File: src/bfh_ram.sv
// ----------------------------------------------------------------------------
// bfh_ram
// Generic single-write, single-read RAM with a registered read port.
// ----------------------------------------------------------------------------
module bfh_ram #(
  parameter int WIDTH = 16,
  parameter int DEPTH = 128
) (
  input  logic                     clk,
  input  logic                     we,
  input  logic [$clog2(DEPTH)-1:0] waddr,
  input  logic [WIDTH-1:0]         wdata,
  input  logic [$clog2(DEPTH)-1:0] raddr,
  output logic [WIDTH-1:0]         rdata
);

  logic [WIDTH-1:0] mem_r [DEPTH];
  logic [WIDTH-1:0] rdata_r;

  always_ff @(posedge clk) begin
    if (we) begin
      mem_r[waddr] <= wdata;
    end
    rdata_r <= mem_r[raddr];
  end

  assign rdata = rdata_r;

endmodule

File: config.mk
export PLATFORM = sky130hd
export DESIGN_NAME = bfh_ram
export DESIGN_NICKNAME = d
export VERILOG_FILES = /design/src/bfh_ram.sv
export SDC_FILE = /design/constraint.sdc
export NUM_CORES = 2
export LEC_CHECK = 0
export ABC_CLOCK_PERIOD_IN_PS = 3700
export BUFFER_PORTS_ARGS = -buffer_cell sky130_fd_sc_hd__buf_2
export CAP_MARGIN = 20
export CELL_PAD_IN_SITES_DETAIL_PLACEMENT = 1
export CELL_PAD_IN_SITES_GLOBAL_PLACEMENT = 1
export CORE_ASPECT_RATIO = 0.6
export CORE_MARGIN = 2
export CORE_UTILIZATION = 57
export CTS_CLUSTER_DIAMETER = 120
export DETAILED_ROUTE_END_ITERATION = 7
export HOLD_SLACK_MARGIN = 0.12
export PLACE_DENSITY_LB_ADDON = 0.1
export SETUP_SLACK_MARGIN = 0.4
export SLEW_MARGIN = 20
export SYNTH_ARGS = -nofsm -noshare
export SYNTH_HDL_FRONTEND = slang
export SYNTH_SLANG_ARGS = --single-unit
File: constraint.sdc
create_clock -name clk -period 3.7 [get_ports clk]
set_clock_uncertainty 0.15 [all_clocks]
set_input_delay 0.74 -clock clk [delete_from_list [all_inputs] [get_ports clk]]
set_output_delay 0.74 -clock clk [all_outputs]
set_load 0.03 [all_outputs]
Yosys cells after proc, flatten, opt, wreduce, memory -nomap -nowiden
Memory sizes are Yosys's and may differ from the RTL's. A register that Yosys moved wholly into a read port is not among the register bits.
Index checks and enable logic that the tools add are counted.

cells by class
  mux-type cells = 2

operator list
  cell              count
  2-to-1 mux 1 bit  2

storage, ports and cells
  flip-flop bits (word level) = 0
  RAM bits = 2,048
  input port bits = 32
  word-level logic and storage cells = 3
  memories = 1

memories
  name   words  width  read ports  clocked after memory_dff  write ports  line  RTL
  mem_r  128    16     1           1                         1            17    logic [WIDTH-1:0] mem_r [DEPTH];

Longest topological paths before layout
  depth after elaboration = 2
  gate-level depth with buffers = 7
  mapped depth without buffers = 4

Worst setup path before layout
No wires, ideal clock.

  kind = input-to-reg
  start point = input port raddr[0]
  end point = register rdata_r[0] (netlist: rdata[0]), read port of mem_r
  data arrival time = 3,114 ps
  data required time = 3,429 ps
  slack = 315 ps
  stages on the path = 6
  path buffers = 2
  cells stage by stage = buf_2 > buf_1 > mux4_2 > mux4_2 > mux4_2 > mux2_2

RTL lines
  element          line  RTL
  start, declared  13    input logic [$clog2(DEPTH)-1:0] raddr,
  end, declared    18    logic [WIDTH-1:0] rdata_r;

==> flow_metrics.env <==
export IMPL_synth_simple_area_share_pct=0.8875
export IMPL_drv_cap=0
export IMPL_ir_drop_v=0.0005890
export IMPL_critPathMaxStageDelay_ns=0.63
export IMPL_fin_crit_sh_pct=82.56
export IMPL_critPathLaunch="raddr[0]"
export IMPL_ant_nets=0
export IMPL_yosys_warnings=0
export IMPL_p_sw_share_pct=21.40
export IMPL_overflow=0
export IMPL_path_cells="buf_8, buf_12, buf_12, mux4_2, mux4_2, mux4_2, mux2_2"
export IMPL_p_int_mw=37.92
export IMPL_io_buffer_count=47
export IMPL_rsz0062_at_grt="false"
export IMPL_track_usage_pct=30.97
export IMPL_p_clk_share_pct=40.8
export IMPL_finalPower_mw=48.25
export IMPL_hold_class="input port to register"
export IMPL_io_pins=48
export IMPL_drive_gt1_share_pct=36.30
export IMPL_route_vias_total=37120
export IMPL_hold_viol_final=0
export IMPL_tns_ns=0
export IMPL_cts_setup_buffers=0
export IMPL_reg2regPathDepth=4
export IMPL_crit_buf_inv=3
export IMPL_drt_wl_total_mm=212.5
export IMPL_power_density_nw_per_um2=538.8
export IMPL_pwr_share_seq_pct=53.6
export IMPL_cts_clk_slew_worst_paths_ns=0.06
export IMPL_core_sq_um=136800
export IMPL_slew_headroom_pct=33.22
export IMPL_clk_latency_ns=0.82
export IMPL_start_kind="input port"
export IMPL_timing_rr_start="mem_r[37][9]"
export IMPL_final_cell_mix="2048 x edfxtp_1, 672 x mux4_2, 237 x buf_4, 183 x clkbuf_16, 122 x nor2_1"
export IMPL_grt_pass1_vias=37740
export IMPL_critPathCaptureType="register"
export IMPL_avgViaCountPerCell=6.863
export IMPL_die_h_um=291.5
export IMPL_fillers=10340
export IMPL_cts_max_level=4
export IMPL_yosysTopAreaCellShare_pct=78.32
export IMPL_synth_xor_area_share_pct=0
export IMPL_gp_congestion=0.8521
export IMPL_finalSetupViolCount=0
export IMPL_cp_max_fo=20
export IMPL_grt_pass1_wl_mm=299.7
export IMPL_crit_cells=7
export IMPL_crit_path_frequent_cell="mux4_2"
export IMPL_firstDrtPassIters=5
export IMPL_synthTopCellsByArea="edfxtp_1 78%, mux4_2 19%, nor2_1 0.58%"
export IMPL_synth_seq_cells=2064
export IMPL_synth_top_family_by_area="multiplexers"
export IMPL_antenna_found_initial=26
export IMPL_crit_path_top_delay_cell="mux4_2"
export IMPL_yosysSeqAreaShare_pct=78.73
export IMPL_cts_sinks=2064
export IMPL_p_sw_mw=10.33
export IMPL_cp_arrival_ns=3.60
export IMPL_drc_errors=0
export IMPL_p_leak_nw=27.98
export IMPL_period_needed_ns=3.055
export IMPL_netlist_area_sq_um=78520
export IMPL_crit_end="rdata[13]"
export IMPL_synth_cells=3086
export IMPL_avgRoutedWirePerCell_um=39.30
export IMPL_required_ns=4.24
export IMPL_synthAdderAreaFrac_pct=0
export IMPL_grt_max_degree=96
export IMPL_root_buffer="clkbuf_16"
export IMPL_synth_compound_area_share_pct=0
export IMPL_synth_mux_area_share_pct=19.50
export IMPL_crit_type="input port to register"
export IMPL_clk_path_buf_depth=3
export IMPL_timing_rr_end="rdata[9]"
export IMPL_slew_viol_final=0
export IMPL_status="finished, final reports clean"
export IMPL_yosysTopAreaCell="edfxtp_1"
export IMPL_r2r_setup_slack_ns=0.97
export IMPL_dieWidth_um=483.2
export IMPL_syn_nets=3118
export IMPL_rows=105
export IMPL_p_comb_share_pct=5.6
export IMPL_syn2layout_area_growth_pct=14.04
export IMPL_layout_commonest_cell="edfxtp_1"
export IMPL_cts_inserted_buffers=180
export IMPL_dpl_hpwl_mm=128.5
export IMPL_start_util_pct=57.42
export IMPL_max_freq_mhz=327.4
export IMPL_synthDistinctLibCells=17
export IMPL_tightest_slew_ns=1.002
export IMPL_drtIter0Drc=5803
export IMPL_syn_avg_cell_area_sq_um=25.44
export IMPL_postCtsHoldBufs=0
export IMPL_fin_nets=3468
export IMPL_dieArea_sq_um=140800
export IMPL_crit_family="multiplexers"
export IMPL_ctsResizeCount=0
export IMPL_tritoncts="done"
==> power by group through the flow <==
stage	sequential [mW]	combinational, mW	clock (mW)
finish	25.9	2.70	19.7
detailed placement	26.4	2.67	0
floorplan	26.4	1.27	0
global route	25.9	2.81	20.7
CTS	25.9	2.68	19.9
global placement	26.4	2.59	0
==> Yosys cell counts <==
master and n:
nand2_1 14, buf_4 1, nand2b_1 2, nor2_1 122, clkbuf_1 82, mux4_2 672, buf_6 1, dfxtp_1 16
nor2b_1 7, mux2_2 16, buf_1 28, nand3_1 12, nand4_1 3, buf_2 52, or3_1 1, nor3_1 9
edfxtp_1 2048
==> sequential cells by signal, summed over array words and instances (netlist names) <==
| signal | count |
|---|---|
| mem_r | 2048 |
| rdata | 16 |
==> layer usage <==
metal / part of all wire, % / track usage [%] / vias to the layer above
li1: - / - / 14180
met1: 41 / 48.43 / 20120
met2: 44 / 44.21 / 2487
met3: 13 / 8.829 / 327
met4: 2.0 / 6.796 / 8
met5: 0.024 / 0 / -
==> final cells by class <==
type | instances | area (sq um) | share of cell area (%)
diodes | 2 | 5.005 | 0.005589
well taps | 1819 | 2276 | 2.542
multi-input cells | 858 | 16060 | 17.93
clock buffers | 217 | 4787 | 5.346
flip-flops and latches | 2064 | 61820 | 69.04
repair buffers | 332 | 3243 | 3.622
clock inverters | 116 | 1358 | 1.516
==> through the flow <==
| stage | hold slack [ns] | utilization [%] | worst slack (ns) | instance area, sq um | cells |
|---|---|---|---|---|---|
| finish | 0.2894 | 65.47 | 0.6453 | 89540 | 5408 |
| floorplan | 0.6889 | - | 0.4179 | 78590 | 3086 |
| global placement | 0.9678 | 60.98 | -0.1479 | 83390 | 5073 |
| detailed placement | 0.9765 | 60.98 | -0.1619 | 83390 | 5073 |
| global route | 0.2944 | 65.47 | 0.6132 | 89540 | 5406 |
| CTS | 0.2702 | 65.47 | 0.6798 | 89540 | 5406 |
==> worst min path at each step <==
stage	endpoint	depth (start not counted)	slack (ns)	from
6_report	mem_r[89][0]	1	0.29	wdata[0]
5_1_grt	mem_r[88][0]	1	0.29	wdata[0]
4_1_cts	mem_r[75][1]	1	0.27	wdata[1]
3_5_place_dp	rdata[7]	4	0.98	mem_r[26][7]
3_3_place_gp	rdata[7]	4	0.97	mem_r[28][7]
2_1_floorplan	mem_r[0][0]	0	0.69	wdata[0]
==> cell families (layout without fill, tap and decap cells) <==
group / after synthesis / in the layout
buf+inv: 164 / 665
other cells: 0 / 2
mux: 688 / 688
simple gates: 170 / 170
flops: 2064 / 2064
==> worst reg2reg max path, stage by stage (launching register included) <==
cell,delay (ns)
edfxtp_1,0.36
mux4_2,0.60
mux4_2,0.59
mux4_2,0.60
mux2_2,0.32
No activity file was read; power rests on OpenSTA's default activity.
